**src/rtl/bcsd_pkg.sv**
```systemverilog
// ----------------------------------------------------------------------------
// BMS CAN frame status decoder package
// Shared types and constants: frame ids, register indexes, payload structs.
// ----------------------------------------------------------------------------
package bcsd_pkg;

  // Frame identifiers
  localparam logic [10:0] ID_LIMITS  = 11'h351;
  localparam logic [10:0] ID_SOC_SOH = 11'h355;
  localparam logic [10:0] ID_TELEM   = 11'h356;
  localparam logic [10:0] ID_FLAGS   = 11'h359;
  localparam logic [10:0] ID_REQUEST = 11'h35C;

  // Configuration register indexes
  typedef enum logic [1:0] {
    REG_CAPACITY = 2'd0,
    REG_MAX_VOLT = 2'd1,
    REG_MIN_VOLT = 2'd2
  } cfg_reg_e;

  localparam logic [19:0] CAPACITY_RST = 20'd30000;
  localparam logic [15:0] MAX_VOLT_RST = 16'd584;
  localparam logic [15:0] MIN_VOLT_RST = 16'd400;

  localparam logic [6:0]  PCT_MAX          = 7'd100;
  localparam logic [21:0] FORCE_CHARGE_W   = 22'd500;
  localparam logic [7:0]  FORCE_REQ_MASK   = 8'h0C;
  localparam logic [5:0]  CHG_PROTECT_MASK = 6'h15;
  localparam logic [5:0]  DIS_PROTECT_MASK = 6'h2A;

  typedef struct packed {
    logic [10:0] can_id;
    logic [7:0]  byte0;
    logic [7:0]  byte1;
    logic [7:0]  byte2;
    logic [7:0]  byte3;
    logic [7:0]  byte4;
    logic [7:0]  byte5;
    logic [7:0]  byte6;
    logic [7:0]  byte7;
  } in_t;

  typedef struct packed {
    logic        [13:0] soc_pptt;
    logic        [13:0] health_pptt;
    logic        [19:0] remaining_energy_wh;
    logic        [12:0] pack_voltage_dv;
    logic signed [15:0] pack_current_da;
    logic        [21:0] charge_power_w;
    logic        [21:0] discharge_power_w;
    logic        [15:0] max_voltage_dv;
    logic        [15:0] min_voltage_dv;
    logic signed [15:0] temperature_dc;
    logic               fault_flag;
    logic        [5:0]  alarm_flags;
  } out_t;

  typedef struct packed {
    logic [19:0] capacity_wh;
    logic [15:0] max_volt_dv;
    logic [15:0] min_volt_dv;
  } cfg_t;

  // Decoded battery state held between frames
  typedef struct packed {
    logic [15:0] charge_curr_limit;
    logic [15:0] discharge_curr_limit;
    logic [15:0] last_pos_max_volt;
    logic [15:0] last_pos_min_volt;
    logic [6:0]  soc_pct;
    logic [6:0]  soh_pct;
    logic [12:0] pack_volt;
    logic [15:0] pack_curr;
    logic [15:0] pack_temp;
    logic [5:0]  protect_bits;
    logic [5:0]  warning_bits;
    logic        any_fault;
    logic        force_charge;
  } state_t;

  // Product stage contents
  typedef struct packed {
    out_t        base;
    logic [26:0] energy_prod;
    logic [27:0] chg_prod;
    logic [27:0] dis_prod;
    logic        chg_kill;
    logic        dis_kill;
    logic        force_min;
  } prod_t;

endpackage

```
**src/rtl/bcsd_state.sv**
```systemverilog
// ----------------------------------------------------------------------------
// BMS CAN frame state stage
// Decodes one frame and updates the stored battery state on acceptance.
// ----------------------------------------------------------------------------
module bcsd_state (
  input  logic            clk_i,
  input  logic            rst_ni,
  input  logic            in_valid_i,
  output logic            in_ready_o,
  input  bcsd_pkg::in_t   in_data_i,
  output logic            valid_o,
  input  logic            ready_i,
  output bcsd_pkg::state_t state_o
);
  import bcsd_pkg::*;

  logic        valid_q;
  state_t      state_q, state_d;
  logic [15:0] w01, w23, w45, w67;
  logic [32:0] volt_prod;

  // Map a raw flag byte to alarm bit order
  function automatic logic [5:0] remap_flags(input logic [7:0] f);
    logic [5:0] r;
    r[0] = f[4];
    r[1] = f[3];
    r[2] = f[6];
    r[3] = f[5];
    r[4] = f[2];
    r[5] = f[1];
    return r;
  endfunction

  function automatic logic [6:0] sat100(input logic [15:0] v);
    return (v > 16'(PCT_MAX)) ? PCT_MAX : v[6:0];
  endfunction

  assign w01 = {in_data_i.byte1, in_data_i.byte0};
  assign w23 = {in_data_i.byte3, in_data_i.byte2};
  assign w45 = {in_data_i.byte5, in_data_i.byte4};
  assign w67 = {in_data_i.byte7, in_data_i.byte6};

  // Divide by ten: multiply by ceil(2^19 / 10), exact for 16-bit values
  assign volt_prod = 33'(w01) * 33'd52429;

  assign in_ready_o = !valid_q || ready_i;
  assign valid_o    = valid_q;
  assign state_o    = state_q;

  always_comb begin
    state_d = state_q;
    case (in_data_i.can_id)
      ID_LIMITS: begin
        state_d.charge_curr_limit    = w23;
        state_d.discharge_curr_limit = w45;
        if (w01 != 16'd0) begin
          state_d.last_pos_max_volt = w01;
        end
        if (w67 != 16'd0) begin
          state_d.last_pos_min_volt = w67;
        end
      end
      ID_SOC_SOH: begin
        state_d.soc_pct = sat100(w01);
        state_d.soh_pct = sat100(w23);
      end
      ID_TELEM: begin
        state_d.pack_volt = volt_prod[31:19];
        state_d.pack_curr = w23;
        state_d.pack_temp = w45;
      end
      ID_FLAGS: begin
        state_d.protect_bits = remap_flags(in_data_i.byte0);
        state_d.warning_bits = remap_flags(in_data_i.byte2);
        state_d.any_fault    = (in_data_i.byte0 != 8'd0) || (in_data_i.byte1 != 8'd0);
      end
      ID_REQUEST: begin
        state_d.force_charge = (in_data_i.byte4 & FORCE_REQ_MASK) != 8'd0;
      end
      default: begin
        state_d = state_q;
      end
    endcase
  end

  always_ff @(posedge clk_i or negedge rst_ni) begin
    if (!rst_ni) begin
      valid_q <= 1'b0;
      state_q <= '0;
    end else if (in_ready_o) begin
      valid_q <= in_valid_i;
      if (in_valid_i) begin
        state_q <= state_d;
      end
    end
  end

endmodule

```
**config.mk**
```make
export PLATFORM = sky130hd
export DESIGN_NAME = bcsd_state
export DESIGN_NICKNAME = d
export VERILOG_FILES = /design/src/rtl/bcsd_pkg.sv /design/src/rtl/bcsd_state.sv
export SDC_FILE = /design/constraint.sdc
export NUM_CORES = 1
export LEC_CHECK = 0
export ABC_AREA = 1
export BUFFER_PORTS_ARGS = -buffer_cell sky130_fd_sc_hd__buf_4
export CAP_MARGIN = 20
export CORE_MARGIN = 2
export CORE_UTILIZATION = 25
export CTS_BUF_LIST = sky130_fd_sc_hd__clkbuf_4 sky130_fd_sc_hd__clkbuf_8 sky130_fd_sc_hd__clkbuf_16
export DETAILED_ROUTE_END_ITERATION = 6
export PLACE_DENSITY = 0.53
export SETUP_SLACK_MARGIN = 0.05
export SLEW_MARGIN = 25
export SYNTH_ARGS = -nofsm -noshare
export SYNTH_HDL_FRONTEND = slang
export SYNTH_SLANG_ARGS = --single-unit
```
**constraint.sdc**
```tcl
create_clock -name clk_i -period 3.8 [get_ports clk_i]
set_clock_uncertainty 0.2 [all_clocks]
set_input_delay 0.38 -clock clk_i [delete_from_list [all_inputs] [get_ports clk_i]]
set_output_delay 0.38 -clock clk_i [all_outputs]
set_load 0.02 [all_outputs]
```
==> impl_metrics.env <==
export IMPL_cp_start_kind="input pin"
export IMPL_drv_cap=0
export IMPL_final_cells=2246
export IMPL_fin_crit_sh_pct=116.9
export IMPL_numCtsBuffers=17
export IMPL_die_width_um=212.4
export IMPL_via_per_inst=4.275
export IMPL_vias=9601
export IMPL_yosys_warnings=0
export IMPL_num_antenna_cells=0
export IMPL_insertion_delay_ns=0.43
export IMPL_rsz0062_at_grt="true"
export IMPL_portBuffers=217
export IMPL_drt_iter0_drc=549
export IMPL_grt_pass1_vias=9965
export IMPL_multi_input_comb_area_um2=6988
export IMPL_powerDensity_nw_per_um2=777.9
export IMPL_routed_wl_um=34380
export IMPL_synth_edf_count=0
export IMPL_setup_viol=13
export IMPL_die_area_um2=45100
export IMPL_p_leak_uw=0.008431
export IMPL_hold_class="in2reg"
export IMPL_stdcell_area_um2=15810
export IMPL_postSynthCellCount=1271
export IMPL_overflow=0
export IMPL_report_power_total_uw=12300
export IMPL_dpl_instance_area_um2=14290
export IMPL_place_gp_congestion=0.8752
export IMPL_die_h_um=212.4
export IMPL_drv_slew=0
export IMPL_fill_cells=4403
export IMPL_yosysMostFrequentCell="nand2_1"
export IMPL_ys_async_sr_fraction_pct=100.0
export IMPL_dp_cells=2168
export IMPL_critical_path_arrival_ns=4.57
export IMPL_wl_per_cell_um=15.31
export IMPL_area_growth_pct=45.63
export IMPL_yosysSeqAreaShare_pct=31.82
export IMPL_root_buffer="clkbuf_16"
export IMPL_clkSlewWorstSetupHoldPaths_ns=0.07
export IMPL_violations="setup timing"
export IMPL_tns_ns=-7.868
export IMPL_synth_cell_type_count=35
export IMPL_synth_nets=1574
export IMPL_gr_usage_all_layers_pct=15.61
export IMPL_dpl_hpwl_um=28100
export IMPL_antenna_found_initial=0
export IMPL_grt_max_degree=92
export IMPL_ctsHtreeMaxLevel=4
export IMPL_synth_top_area_share_pct=31.82
export IMPL_core_um2=42980
export IMPL_yosys_area_top_type="dfrtp_1"
export IMPL_path_max_fanout=4
export IMPL_status="finished with violations"
export IMPL_cp_required_ns=3.93
export IMPL_synth_ff_type="dfrtp_1"
export IMPL_netlist_area_um2=10850
export IMPL_drc_errors=0
export IMPL_worstSetupPathType="in2reg"
export IMPL_ant_nets=0
export IMPL_grt_pass1_wl_um=54170
export IMPL_synth_top_cells_by_count="303 x nand2_1, 264 x inv_1, 145 x ha_1, 138 x dfrtp_1, 79 x fa_1"
export IMPL_synth_area_leaders="dfrtp_1 32%, ha_1 17%, fa_1 15%"
export IMPL_drive_gt1_share_pct=33.41
export IMPL_worstMarginPinSlew_ns=0.9378
export IMPL_clockBufferDepth=2
export IMPL_first_pass_iters=5
export IMPL_seq_area_um2=3453
export IMPL_irDropWorstVdd_uv=843.9
export IMPL_fmax_ghz=0.2252
export IMPL_rows=76
export IMPL_pre_cts_ws_ns=-1.273
export IMPL_timing_final_hold_violations=0
export IMPL_initial_core_util_pct=25.25
export IMPL_finalWorstSetupSlack_ns=-0.6403
export IMPL_ios=218
export IMPL_min_period_ns=4.440
export IMPL_syn_avg_cell_area_um2=8.540
export IMPL_endpoint_kind="flip-flop"
export IMPL_cts_tree="yes"
export IMPL_maxSlewHeadroom_pct=37.48
export IMPL_clock_sinks=138
export IMPL_ys_seq_elements=138
export IMPL_layout_nets=1951
## through the flow
step                      util, %  hold slack (ns)
after CTS                   36.40        0.0009127
after detailed placement    33.25           0.2607
after global routing        36.78         0.008494
final                       36.78          0.02960
after floorplan                 -          -0.1156
after global placement      33.25           0.2572
## registers in the layout (all words and copies together), names as in the netlist
| name | count |
|---|---|
| state_o | 137 |
| valid_o | 1 |
## metal layers
| metal | share of wire, % | GRT usage [%] |
|---|---|---|
| met3 | 4.4 | 2.319 |
| met5 | 0 | 0 |
| met1 | 46 | 20.56 |
| met2 | 48 | 26.73 |
| met4 | 1.3 | 4.027 |
## what timing repair did
action,CTS,global route
cloned,0,0
setup endpoints to repair,13,13
resized for setup,85,40
pin swaps,44,37
hold endpoints to repair,126,0
setup buffers,12,2
hold buffers,32,0
## layout by cell type, fill, tap and decap left out, types with 8 or more instances in the layout
master,Yosys,layout
nand3_1,59,51
o21ai_1,42,46
fa_1,79,75
o21ai_2,16,20
dlygate4sd3_1,0,32
ha_1,145,118
nand4_1,8,8
inv_2,2,23
nand2_1,303,274
nor2_1,47,32
nand2_2,13,36
nor2_4,0,11
buf_4,1,340
o21ai_0,57,48
inv_1,264,238
a21oi_1,28,11
nand3_2,1,9
a21oi_2,0,13
dfrtp_1,138,138
clkbuf_16,0,17
nor4_1,9,9
ha_4,0,24
## cell families after synthesis
group                    share of synthesized area, %
AO/OA/AOI/OAI                                   8.161
XOR/XNOR                                       0.5649
adder cells (fa/ha/maj)                         31.29
buffers and inverters                           10.35
flip-flops                                      31.82
AND/OR/NAND/NOR                                 17.82
## power breakdown
| group | internal [µW] | switching [µW] |
|---|---|---|
| clock network | 1000 | 712 |
| registers | 1480 | 9.47 |
| logic | 3980 | 5110 |
| total | 6460 | 5830 |
## path summary, 6_finish.rpt
kind                               start      endpoint  slack [ns]  depth (start not counted)
max                        in_data_i[59]   state_o[49]       -0.64                         23
min                        in_data_i[22]  state_o[119]        0.03                          3
max reg2reg                      valid_o  state_o[103]        1.50                          9
min reg2reg                  state_o[87]   state_o[87]        0.27                          2
max in group asynchronous         rst_ni   state_o[87]        2.12                          3
min in group asynchronous         rst_ni   state_o[81]        0.35                          2
## cell type report
type / instances / share of cell area [%]
clock buffers: 18 / 2.778
clock inverters: 14 / 1.029
inverters: 266 / 6.428
multi-input cells: 843 / 44.21
flip-flops and latches: 138 / 21.85
well taps: 585 / 4.631
repair buffers: 382 / 19.08
## critical path, stage by stage
cell	delay (ns)
buf_12	0.09
clkinvlp_4	0.09
ha_4	0.30
inv_4	0.04
fa_1	0.50
inv_1	0.05
fa_1	0.50
fa_2	0.45
fa_1	0.49
inv_1	0.05
fa_1	0.50
inv_2	0.05
ha_4	0.31
nand2_4	0.09
o21ai_2	0.14
nand2_1	0.08
nand2_2	0.10
buf_4	0.12
inv_2	0.03
nand2_1	0.05
nand2_1	0.05
nand3_1	0.06
nand2_1	0.05
Note: power is estimated with default switching activity, not from simulation.
