$ cat config.mk
export PLATFORM = sky130hd
export DESIGN_NAME = bcsd_mult
export DESIGN_NICKNAME = d
export VERILOG_FILES = /design/src/rtl/bcsd_pkg.sv /design/src/rtl/bcsd_mult.sv
export SDC_FILE = /design/constraint.sdc
export NUM_CORES = 1
export LEC_CHECK = 0
export ABC_AREA = 1
export BUFFER_PORTS_ARGS = -buffer_cell sky130_fd_sc_hd__buf_2
export CORE_UTILIZATION = 55
export CTS_BUF_LIST = sky130_fd_sc_hd__clkbuf_16
export CTS_CLUSTER_SIZE = 20
export DETAILED_ROUTE_END_ITERATION = 10
export GPL_ROUTABILITY_DRIVEN = 0
export HOLD_SLACK_MARGIN = 0.05
export PLACE_DENSITY = 0.86
export SYNTH_ARGS = -nofsm -noshare
export SYNTH_HDL_FRONTEND = slang
export SYNTH_SLANG_ARGS = --single-unit
$ cat constraint.sdc
create_clock -name clk_i -period 11.9 [get_ports clk_i]
set_input_delay 0 -clock clk_i [delete_from_list [all_inputs] [get_ports clk_i]]
set_output_delay 0 -clock clk_i [all_outputs]
set_load 0.1 [all_outputs]
$ cat src/rtl/bcsd_pkg.sv
// ----------------------------------------------------------------------------
// BMS CAN frame status decoder package
// Shared types and constants: frame ids, register indexes, payload structs.
// ----------------------------------------------------------------------------
package bcsd_pkg;

  // Frame identifiers
  localparam logic [10:0] ID_LIMITS  = 11'h351;
  localparam logic [10:0] ID_SOC_SOH = 11'h355;
  localparam logic [10:0] ID_TELEM   = 11'h356;
  localparam logic [10:0] ID_FLAGS   = 11'h359;
  localparam logic [10:0] ID_REQUEST = 11'h35C;

  // Configuration register indexes
  typedef enum logic [1:0] {
    REG_CAPACITY = 2'd0,
    REG_MAX_VOLT = 2'd1,
    REG_MIN_VOLT = 2'd2
  } cfg_reg_e;

  localparam logic [19:0] CAPACITY_RST = 20'd30000;
  localparam logic [15:0] MAX_VOLT_RST = 16'd584;
  localparam logic [15:0] MIN_VOLT_RST = 16'd400;

  localparam logic [6:0]  PCT_MAX          = 7'd100;
  localparam logic [21:0] FORCE_CHARGE_W   = 22'd500;
  localparam logic [7:0]  FORCE_REQ_MASK   = 8'h0C;
  localparam logic [5:0]  CHG_PROTECT_MASK = 6'h15;
  localparam logic [5:0]  DIS_PROTECT_MASK = 6'h2A;

  typedef struct packed {
    logic [10:0] can_id;
    logic [7:0]  byte0;
    logic [7:0]  byte1;
    logic [7:0]  byte2;
    logic [7:0]  byte3;
    logic [7:0]  byte4;
    logic [7:0]  byte5;
    logic [7:0]  byte6;
    logic [7:0]  byte7;
  } in_t;

  typedef struct packed {
    logic        [13:0] soc_pptt;
    logic        [13:0] health_pptt;
    logic        [19:0] remaining_energy_wh;
    logic        [12:0] pack_voltage_dv;
    logic signed [15:0] pack_current_da;
    logic        [21:0] charge_power_w;
    logic        [21:0] discharge_power_w;
    logic        [15:0] max_voltage_dv;
    logic        [15:0] min_voltage_dv;
    logic signed [15:0] temperature_dc;
    logic               fault_flag;
    logic        [5:0]  alarm_flags;
  } out_t;

  typedef struct packed {
    logic [19:0] capacity_wh;
    logic [15:0] max_volt_dv;
    logic [15:0] min_volt_dv;
  } cfg_t;

  // Decoded battery state held between frames
  typedef struct packed {
    logic [15:0] charge_curr_limit;
    logic [15:0] discharge_curr_limit;
    logic [15:0] last_pos_max_volt;
    logic [15:0] last_pos_min_volt;
    logic [6:0]  soc_pct;
    logic [6:0]  soh_pct;
    logic [12:0] pack_volt;
    logic [15:0] pack_curr;
    logic [15:0] pack_temp;
    logic [5:0]  protect_bits;
    logic [5:0]  warning_bits;
    logic        any_fault;
    logic        force_charge;
  } state_t;

  // Product stage contents
  typedef struct packed {
    out_t        base;
    logic [26:0] energy_prod;
    logic [27:0] chg_prod;
    logic [27:0] dis_prod;
    logic        chg_kill;
    logic        dis_kill;
    logic        force_min;
  } prod_t;

endpackage

$ cat src/rtl/bcsd_mult.sv
// ----------------------------------------------------------------------------
// BMS CAN frame product stage
// Forms the energy and power products and the simple status fields.
// ----------------------------------------------------------------------------
module bcsd_mult (
  input  logic             clk_i,
  input  logic             rst_ni,
  input  logic             valid_i,
  output logic             ready_o,
  input  bcsd_pkg::state_t state_i,
  input  bcsd_pkg::cfg_t   cfg_i,
  output logic             valid_o,
  input  logic             ready_i,
  output bcsd_pkg::prod_t  prod_o
);
  import bcsd_pkg::*;

  logic        valid_q;
  prod_t       prod_q, prod_d;
  logic [14:0] chg_curr, dis_curr;

  // Negative current limits give no power
  assign chg_curr = state_i.charge_curr_limit[15]    ? 15'd0 : state_i.charge_curr_limit[14:0];
  assign dis_curr = state_i.discharge_curr_limit[15] ? 15'd0 : state_i.discharge_curr_limit[14:0];

  always_comb begin
    prod_d.energy_prod = 27'(state_i.soc_pct) * 27'(cfg_i.capacity_wh);
    prod_d.chg_prod    = 28'(chg_curr) * 28'(state_i.pack_volt);
    prod_d.dis_prod    = 28'(dis_curr) * 28'(state_i.pack_volt);
    prod_d.chg_kill    = (state_i.protect_bits & CHG_PROTECT_MASK) != 6'd0;
    prod_d.dis_kill    = (state_i.protect_bits & DIS_PROTECT_MASK) != 6'd0;
    // Force charge sets a minimum power when blocked or below one watt
    prod_d.force_min   = state_i.force_charge && (state_i.pack_volt != 13'd0) &&
                         (prod_d.chg_kill || (prod_d.chg_prod < 28'd100));

    prod_d.base.soc_pptt            = 14'(state_i.soc_pct) * 14'd100;
    prod_d.base.health_pptt         = 14'(state_i.soh_pct) * 14'd100;
    prod_d.base.remaining_energy_wh = '0;
    prod_d.base.pack_voltage_dv     = state_i.pack_volt;
    prod_d.base.pack_current_da     = $signed(state_i.pack_curr);
    prod_d.base.charge_power_w      = '0;
    prod_d.base.discharge_power_w   = '0;
    prod_d.base.max_voltage_dv      = (state_i.last_pos_max_volt != 16'd0) ?
                                      state_i.last_pos_max_volt : cfg_i.max_volt_dv;
    prod_d.base.min_voltage_dv      = (state_i.last_pos_min_volt != 16'd0) ?
                                      state_i.last_pos_min_volt : cfg_i.min_volt_dv;
    prod_d.base.temperature_dc      = $signed(state_i.pack_temp);
    prod_d.base.fault_flag          = state_i.any_fault;
    prod_d.base.alarm_flags         = state_i.protect_bits | state_i.warning_bits;
  end

  assign ready_o = !valid_q || ready_i;
  assign valid_o = valid_q;
  assign prod_o  = prod_q;

  always_ff @(posedge clk_i or negedge rst_ni) begin
    if (!rst_ni) begin
      valid_q <= 1'b0;
    end else if (ready_o) begin
      valid_q <= valid_i;
    end
  end

  always_ff @(posedge clk_i) begin
    if (ready_o && valid_i) begin
      prod_q <= prod_d;
    end
  end

endmodule

==> results of run 1 <==
report_power, final:
part	switching [mW]	total [mW]	internal (mW)
Sequential	0.0381	1.05	1.01
Clock	0.324	0.644	0.320
Combinational	2.81	3.89	1.08
Total	3.18	5.58	2.40
sequential cells by signal, indices dropped and copies added (netlist names):
name,flops
prod_o,194
valid_o,1
cell usage in the layout, fill, tap and decap left out, types with 4 or more instances in the layout:
cell type / Yosys / final
sky130_fd_sc_hd__a21o_1: 8 / 8
sky130_fd_sc_hd__a21oi_1: 70 / 69
sky130_fd_sc_hd__a31oi_1: 4 / 4
sky130_fd_sc_hd__buf_2: 0 / 388
sky130_fd_sc_hd__buf_4: 68 / 4
sky130_fd_sc_hd__clkbuf_16: 0 / 17
sky130_fd_sc_hd__clkinv_1: 19 / 20
sky130_fd_sc_hd__conb_1: 1 / 68
sky130_fd_sc_hd__dlygate4sd3_1: 0 / 142
sky130_fd_sc_hd__edfxtp_1: 194 / 194
sky130_fd_sc_hd__fa_1: 379 / 379
sky130_fd_sc_hd__ha_1: 243 / 243
sky130_fd_sc_hd__inv_1: 628 / 629
sky130_fd_sc_hd__inv_2: 9 / 9
sky130_fd_sc_hd__inv_8: 0 / 5
sky130_fd_sc_hd__nand2_1: 623 / 623
sky130_fd_sc_hd__nand2_2: 12 / 12
sky130_fd_sc_hd__nand3_1: 42 / 42
sky130_fd_sc_hd__nand3_2: 7 / 7
sky130_fd_sc_hd__nand4_1: 11 / 11
sky130_fd_sc_hd__nor2_1: 227 / 227
sky130_fd_sc_hd__nor2_2: 4 / 4
sky130_fd_sc_hd__nor3_1: 14 / 14
sky130_fd_sc_hd__nor4_1: 12 / 12
sky130_fd_sc_hd__o21ai_0: 27 / 27
sky130_fd_sc_hd__o21bai_1: 38 / 38
sky130_fd_sc_hd__o221ai_1: 4 / 4
sky130_fd_sc_hd__or2_2: 6 / 6
sky130_fd_sc_hd__xnor2_1: 25 / 25
sky130_fd_sc_hd__xor2_1: 42 / 42
worst max-delay path, delay by kind of cell:
kind	cells	cell delay, ns
AND/OR/NAND/NOR	1	0.33
XOR/XNOR	1	0.17
AO/OA/AOI/OAI	4	1.08
buffers and inverters	6	1.68
adder cells (fa/ha/maj)	6	2.80
logic make-up after synthesis:
kind of cell	Yosys count
xor gates and xnor gates	67
and+or+nand+nor	967
adders and majority gates	622
DFF	195
buffers and inverters	775
AOI/OAI and AO/OA	170
other	1
metal layers:
layer,vias up,GRT usage
li1,9357,-
met1,10300,0.380
met2,1414,0.520
met3,329,0.0820
met4,0,0.157
met5,-,0
worst max-delay path by stage:
stage	startpoint	endpoint	slack [ns]	cells past startpoint
after floorplan	valid_o$_DFFE_PN0N_	prod_o[0]$_DFFE_PP_	0.84	1
after global placement	state_i[136]	prod_o[0]$_DFFE_PP_	6.11	30
after detailed placement	state_i[136]	prod_o[0]$_DFFE_PP_	6.04	25
after CTS	state_i[49]	prod_o[0]$_DFFE_PP_	6.35	25
after global routing	state_i[55]	prod_o[0]$_DFFE_PP_	5.80	28
final	state_i[49]	prod_o[25]$_DFFE_PP_	6.07	18
per-stage QoR:
step | instances | hold slack [ns] | setup slack (ns) | area, sq um | power, mW
after floorplan | 2864 | -0.296 | 0.835 | 25400 | 4.05
after global placement | 3737 | -0.219 | 6.11 | 27400 | 4.70
after detailed placement | 3737 | -0.219 | 6.04 | 27400 | 4.78
after CTS | 3911 | 0.0635 | 6.35 | 29500 | 5.49
after global routing | 3912 | 0.131 | 5.80 | 29500 | 5.95
final | 3913 | 0.129 | 6.07 | 29500 | 5.58
what timing repair did:
| item | in CTS | in global routing |
|---|---|---|
| setup buffers | 0 | 0 |
| hold buffers | 142 | 0 |
| endpoints found under the hold margin | 99 | 0 |
layout make-up:
type,instances,area (sq um),area share
diodes,2,5.00,0.000170
inverters,656,2460,0.0835
well taps,600,751,0.0255
clock buffers,17,425,0.0144
multi-input cells,1894,16400,0.557
flip-flops and latches,195,5850,0.198
repair buffers,534,3390,0.115
clock inverters,15,190,0.00645
==> flow_metrics.py, run 1 <==
metrics = {
    "global_routing": {
        "initial_antenna_violation_count": 1,
        "grt_overflow": 0,
        "grt_first_pass_wirelength_um": 114000,
        "grt_use_total": 0.314,
        "maximum_number_of_pins_on_one_net_before_global_route_repair": 84,
        "first_global_vias": 22200,
    },
    "logic_synthesis": {
        "post_synth_instance_area_sq_um": 25200,
        "synth-seq-cells": 195,
        "synth_sequential_area_ratio": 0.232,
        "postSynthCellCount": 2797,
        "share_of_the_synthesized_area_in_compound_gates_ao_oa_aoi_oai": 0.0413,
        "synth.mux.area_fraction": 0,
        "synth.top_cells.by_area": "sky130_fd_sc_hd__fa_1 30%, sky130_fd_sc_hd__edfxtp_1 23%, sky130_fd_sc_hd__ha_1 12%",
        "synth_top_cell_by_area": "sky130_fd_sc_hd__fa_1",
        "synth_simple_gate_area_share": 0.155,
        "number_of_synthesized_flops_with_an_enable_pin": 194,
        "proportion_of_register_bits_with_asynchronous_set_or_reset_after_synthesis": 0.00513,
        "synth_top_family_by_area": "adder cells",
        "synthDominantCellAreaShare": 0.301,
        "synth_ff_type": "sky130_fd_sc_hd__edfxtp_1",
        "yosys-top-cells-count": "628 x sky130_fd_sc_hd__inv_1, 623 x sky130_fd_sc_hd__nand2_1, 379 x sky130_fd_sc_hd__fa_1",
        "post_synth_xor_area_fraction": 0.0233,
        "synth_most_common_cell": "sky130_fd_sc_hd__inv_1",
        "synthDistinctLibCells": 47,
        "synthesis.area_per_instance_sq_um": 9.00,
        "post_synth_fa_ha_maj_area_fraction": 0.422,
        "ys_warn_count": 0,
    },
    "sta": {
        "final-setup-viol-count": 0,
        "report.final.hold_viol_count": 0,
        "tightestPinTransition_ns": 1.11,
        "timing_max_transition_violations_final": 0,
        "remaining_max_slew_budget_at_the_tightest_pin": 0.260,
        "timing.setup.tns_ns": 0,
        "rsz0062_at_grt": "no",
        "fin_skew_ns": 0.0132,
        "fmaxAchievable_mhz": 172,
        "timing.final.crit_period_ns": 5.83,
        "period_share": 0.490,
    },
    "power_and_ir_drop": {
        "powerDensity_nw_per_um2": 189,
        "p_leak_nw": 15.4,
        "maximum_vdd_ir_drop_v": 0.000330,
    },
    "worst_setup_path": {
        "timing.reg2reg.worst_path_depth": 3,
        "cp.arrival_ns": 6.08,
        "worst_r2r_endpoint": "prod_o[83]$_DFFE_PP_",
        "worst_path_max_delay_cell": "sky130_fd_sc_hd__inv_1",
        "critical_path.max_stage_delay_ns": 0.53,
        "critical_path_type": "primary input to register",
        "worst-endpoint-required_ns": 12.15,
        "critical-path-top-cell-by-count": "sky130_fd_sc_hd__fa_1",
        "reg2reg_slack_ns": 9.26,
        "worst-path-max-fanout": 17,
        "cp-start-kind": "primary input",
        "worstPathCellList": "dlygate4sd3_1 > buf_2 > inv_1 > nor2_1 > fa_1 > fa_1 > inv_1 > fa_1 > inv_1 > fa_1 > fa_1 > ha_1 > a21oi_1 > a21boi_0 > inv_1 > a21oi_1 > o21ai_0 > xor2_1",
        "critical_path.reg2reg.startpoint": "valid_o$_DFFE_PN0N_",
        "end_kind": "register",
    },
    "placement": {
        "io_buffer_count": 388,
        "hpwlAfterDp_um": 52200,
    },
    "finish": {
        "fillCellCount": 3364,
        "drive_above_1_share": 0.141,
        "final_net_count": 4113,
        "flow.area_growth_from_synthesis_pct": 17.2,
        "post-route-util": 0.651,
    },
    "clock_network": {
        "clock_path_buffers": 2,
        "h-tree-depth": 4,
        "clock_tree.root_cell": "sky130_fd_sc_hd__clkbuf_16",
        "cts_resized": 0,
        "inserted_clock_buffers": 17,
        "worstSkewPairLatency_ns": 0.51,
        "tritoncts_num_sinks": 195,
        "tritoncts": "built",
        "clk_transition_reported_paths_ns": 0.09,
    },
    "die": {
        "die_x_um": 216,
        "floorplan.initialDensity": 0.556,
        "core_area_sq_um": 45300,
        "placementRows": 78,
        "design.die.area_sq_um": 46600,
        "boundaryPins": 457,
        "floorplan.die.height_um": 216,
    },
    "route": {
        "drt_antenna_net_count": 0,
        "wl_per_cell_um": 18.3,
        "wl_met3_um": 7580,
        "detail_route.drc_violations": 0,
        "routed-wl-met2_um": 34500,
        "postRouteWirelength_um": 71600,
        "detailroute.via_count": 21400,
        "drtPass1Iterations": 8,
        "detail_route.vias_per_cell": 5.46,
        "post_route_m1_wl_um": 25800,
        "drtIter0Drc": 2184,
        "maxUsedRoutingLayer": "met4",
    },
    "status": {
        "run_status": "complete, no violations",
    },
    "run": {
        "max_cap_violations": 0,
    },
    "worst_hold_path": {
        "min_from": "state_i[65]",
        "worst_hold_path_cells": 4,
        "worst_hold_path_type": "primary input to register",
        "whs_endpoint": "prod_o[247]$_DFFE_PP_",
    },
}
No activity file was read; power rests on OpenSTA's default activity.
==> run 2: changes to the inputs <==
--- a/config.mk
+++ b/config.mk
@@ -5,15 +5,15 @@
 export SDC_FILE = /design/constraint.sdc
 export NUM_CORES = 1
 export LEC_CHECK = 0
-export ABC_AREA = 1
+export ABC_AREA = 0
 export BUFFER_PORTS_ARGS = -buffer_cell sky130_fd_sc_hd__buf_2
-export CORE_UTILIZATION = 55
+export CORE_UTILIZATION = 53
 export CTS_BUF_LIST = sky130_fd_sc_hd__clkbuf_16
 export CTS_CLUSTER_SIZE = 20
 export DETAILED_ROUTE_END_ITERATION = 10
 export GPL_ROUTABILITY_DRIVEN = 0
 export HOLD_SLACK_MARGIN = 0.05
-export PLACE_DENSITY = 0.86
+export PLACE_DENSITY = 0.87
 export SYNTH_ARGS = -nofsm -noshare
 export SYNTH_HDL_FRONTEND = slang
 export SYNTH_SLANG_ARGS = --single-unit
==> constraint.sdc (replaced) <==
create_clock -name clk_i -period 5.23 [get_ports clk_i]
set_input_delay 0 -clock clk_i [delete_from_list [all_inputs] [get_ports clk_i]]
set_output_delay 0 -clock clk_i [all_outputs]
set_load 0.1 [all_outputs]
==> run 2 against run 1 <==
Compared with the run above: the run now ends with setup timing left; sequential share of layout area is 1.2 points lower; clock skew is 0.00085 ns higher; cell count down 2.9%; flip-flop and latch count unchanged; clock-buffer cell count stayed put; clock power up 110%; critical endpoint is now prod_o[0]$_DFFE_PP_; highest routed layer unchanged.
==> flow_metrics.py, run 2 <==
metrics = {
    "logic_synthesis": {
        "postSynthCellCount": 2470,
        "synthesis.area_per_instance_sq_um": 10.1,
        "post_synth_instance_area_sq_um": 24800,
        "proportion_of_register_bits_with_asynchronous_set_or_reset_after_synthesis": 0.00513,
        "ys_warn_count": 0,
        "synthDominantCellAreaShare": 0.306,
        "synth.top_cells.by_area": "sky130_fd_sc_hd__fa_1 31%, sky130_fd_sc_hd__edfxtp_1 23%, sky130_fd_sc_hd__ha_1 12%",
        "yosys-top-cells-count": "449 x sky130_fd_sc_hd__inv_1, 379 x sky130_fd_sc_hd__fa_1, 365 x sky130_fd_sc_hd__nand2_1",
        "synth_top_cell_by_area": "sky130_fd_sc_hd__fa_1",
        "number_of_synthesized_flops_with_an_enable_pin": 194,
        "synth_sequential_area_ratio": 0.236,
        "synthDistinctLibCells": 62,
        "synth-seq-cells": 195,
        "synth_most_common_cell": "sky130_fd_sc_hd__inv_1",
        "synth_ff_type": "sky130_fd_sc_hd__edfxtp_1",
    },
    "worst_setup_path": {
        "critical_path_type": "primary input to register",
        "end_kind": "register",
        "cp-start-kind": "primary input",
        "critical-path-top-cell-by-count": "sky130_fd_sc_hd__fa_1",
        "cp.arrival_ns": 6.13,
        "path_delay_family": "adder cells",
        "critical_path.max_stage_delay_ns": 0.62,
        "worst_path_max_delay_cell": "sky130_fd_sc_hd__fa_2",
        "worst-path-max-fanout": 7,
        "worstPathCellList": "buf_12 > buf_8 > nor2b_4 > buf_6 > nand2_1 > fa_2 > fa_1 > fa_1 > fa_1 > fa_1 > inv_1 > ha_1 > buf_4 > nand2_2 > nor2_1 > a21o_1 > nor4_2 > nor3_2 > or4_1 > or4b_4 > or4_1 > o21ai_1",
        "worst-endpoint-required_ns": 5.56,
        "timing.critical_path.buf_inv": 5,
    },
    "global_routing": {
        "grt_use_total": 0.309,
        "maximum_number_of_pins_on_one_net_before_global_route_repair": 115,
        "first_global_vias": 21700,
        "grt_overflow": 0,
        "initial_antenna_violation_count": 18,
        "grt_first_pass_wirelength_um": 113000,
    },
    "sta": {
        "final-setup-viol-count": 3,
        "fin_skew_ns": 0.0140,
        "fmaxAchievable_mhz": 172,
        "tightestPinTransition_ns": 0.700,
        "remaining_max_slew_budget_at_the_tightest_pin": 0.533,
        "report.final.hold_viol_count": 0,
        "worst_case_setup_margin_in_the_final_layout_ns": -0.569,
        "timing.setup.tns_ns": -0.872,
        "rsz0062_at_grt": "yes",
        "period_share": 1.11,
        "timing_max_transition_violations_final": 0,
        "timing.final.crit_period_ns": 5.80,
    },
    "die": {
        "floorplan.die.height_um": 218,
        "placementRows": 78,
        "floorplan.initialDensity": 0.542,
        "boundaryPins": 457,
        "design.die.area_sq_um": 47700,
        "core_area_sq_um": 45800,
        "die_x_um": 218,
    },
    "finish": {
        "layout_commonest_cell": "sky130_fd_sc_hd__inv_1",
        "drive_above_1_share": 0.241,
        "flip_flop_count_of_the_largest_register_after_layout": 194,
        "flow.area_growth_from_synthesis_pct": 26.5,
        "final_net_count": 3983,
        "mostFrequentLayoutCells": "445 x sky130_fd_sc_hd__inv_1, 384 x sky130_fd_sc_hd__buf_2, 377 x sky130_fd_sc_hd__fa_1, 360 x sky130_fd_sc_hd__nand2_1, 236 x sky130_fd_sc_hd__buf_4",
        "final_cell_area_excluding_filler_cells_sq_um": 31400,
    },
    "route": {
        "detailroute.via_count": 21100,
        "drtPass1Iterations": 9,
        "drt_antenna_net_count": 0,
        "postRouteWirelength_um": 73500,
        "detail_route.drc_violations": 0,
        "detail_route.vias_per_cell": 5.54,
        "wl_per_cell_um": 19.3,
        "drtIter0Drc": 1905,
    },
    "run": {
        "max_cap_violations": 0,
    },
    "power_and_ir_drop": {
        "power.total_mw": 13.7,
        "p_leak_nw": 15.7,
        "powerDensity_nw_per_um2": 437,
        "maximum_vdd_ir_drop_v": 0.000450,
    },
    "clock_network": {
        "clock_path_buffers": 2,
        "clk_transition_reported_paths_ns": 0.07,
        "clock_tree.root_cell": "sky130_fd_sc_hd__clkbuf_16",
        "inserted_clock_buffers": 17,
        "tritoncts": "built",
        "h-tree-depth": 4,
        "worstSkewPairLatency_ns": 0.49,
        "tritoncts_num_sinks": 195,
    },
    "placement": {
        "post_dp_cell_area_sq_um": 28900,
        "hpwlAfterDp_um": 52500,
        "io_buffer_count": 388,
    },
    "status": {
        "run_status": "finished, violations left",
        "violations_in_the_final_reports": "setup timing",
    },
    "worst_hold_path": {
        "worst_hold_path_type": "primary input to register",
    },
}
## run 2: final cells by class
| class | count | area (sq um) |
|---|---|---|
| clock buffer | 17 | 425 |
| timing repair buffer | 771 | 5300 |
| inverter | 449 | 1690 |
| sequential | 195 | 5850 |
| multi-input combinational | 1734 | 17200 |
| clock inverter | 15 | 148 |
| fill | 2946 | 14400 |
| tap | 600 | 751 |
| antenna | 20 | 50.0 |
## run 2: metrics by stage
step,setup slack (ns),util,hold WS (ns),instances
after floorplan,-0.625,-,-0.296,2537
after global placement,-1.17,0.631,-0.225,3607
after detailed placement,-1.29,0.631,-0.220,3607
after CTS,-0.431,0.678,0.0634,3775
after global routing,-0.729,0.686,0.0739,3797
final,-0.569,0.686,0.108,3801
## run 2: cell families after synthesis
logic type | Yosys count | synth area share
fa+ha+maj | 622 | 0.428
simple gates | 742 | 0.146
mux | 2 | 0.000907
other cells | 1 | 0.000151
buf+inv | 608 | 0.102
flops | 195 | 0.236
xor+xnor | 74 | 0.0261
compound gates | 226 | 0.0604
## run 2: final timing paths
| path | startpoint | to | slack (ns) | cells past startpoint |
|---|---|---|---|---|
| worst max-delay path | state_i[136] | prod_o[0]$_DFFE_PP_ | -0.57 | 22 |
| worst min-delay path | state_i[55] | prod_o[210]$_DFFE_PP_ | 0.11 | 2 |
| worst min register to register | valid_o$_DFFE_PN0N_ | prod_o[138]$_DFFE_PP_ | 1.10 | 2 |
| max in group asynchronous | rst_ni | valid_o$_DFFE_PN0N_ | 4.64 | 3 |
| min in group asynchronous | rst_ni | valid_o$_DFFE_PN0N_ | 0.48 | 3 |
| worst max register to register | valid_o$_DFFE_PN0N_ | prod_o[50]$_DFFE_PP_ | 3.09 | 3 |
## run 2: what timing repair did
action,4_1_cts,5_1_grt
endpoints found under the hold margin,88,0
pin swaps,16,30
buffers inserted,9,6
hold buffers,130,0
gates cloned,1,0
gates resized for setup,58,56
endpoints found under the setup margin,10,18
## run 2: metal layers
layer  track usage  share of wire  vias to the layer above
li1              -              -                     9068
met1         0.351           0.35                    10300
met2         0.518           0.49                     1311
met3        0.0642          0.081                      369
met4         0.222          0.076                        0
met5             0              0                        -
## run 2: power breakdown
part / internal [mW] / switching, mW
clock: 0.670 / 0.679
sequential: 2.29 / 0.0829
combinational: 3.63 / 6.37
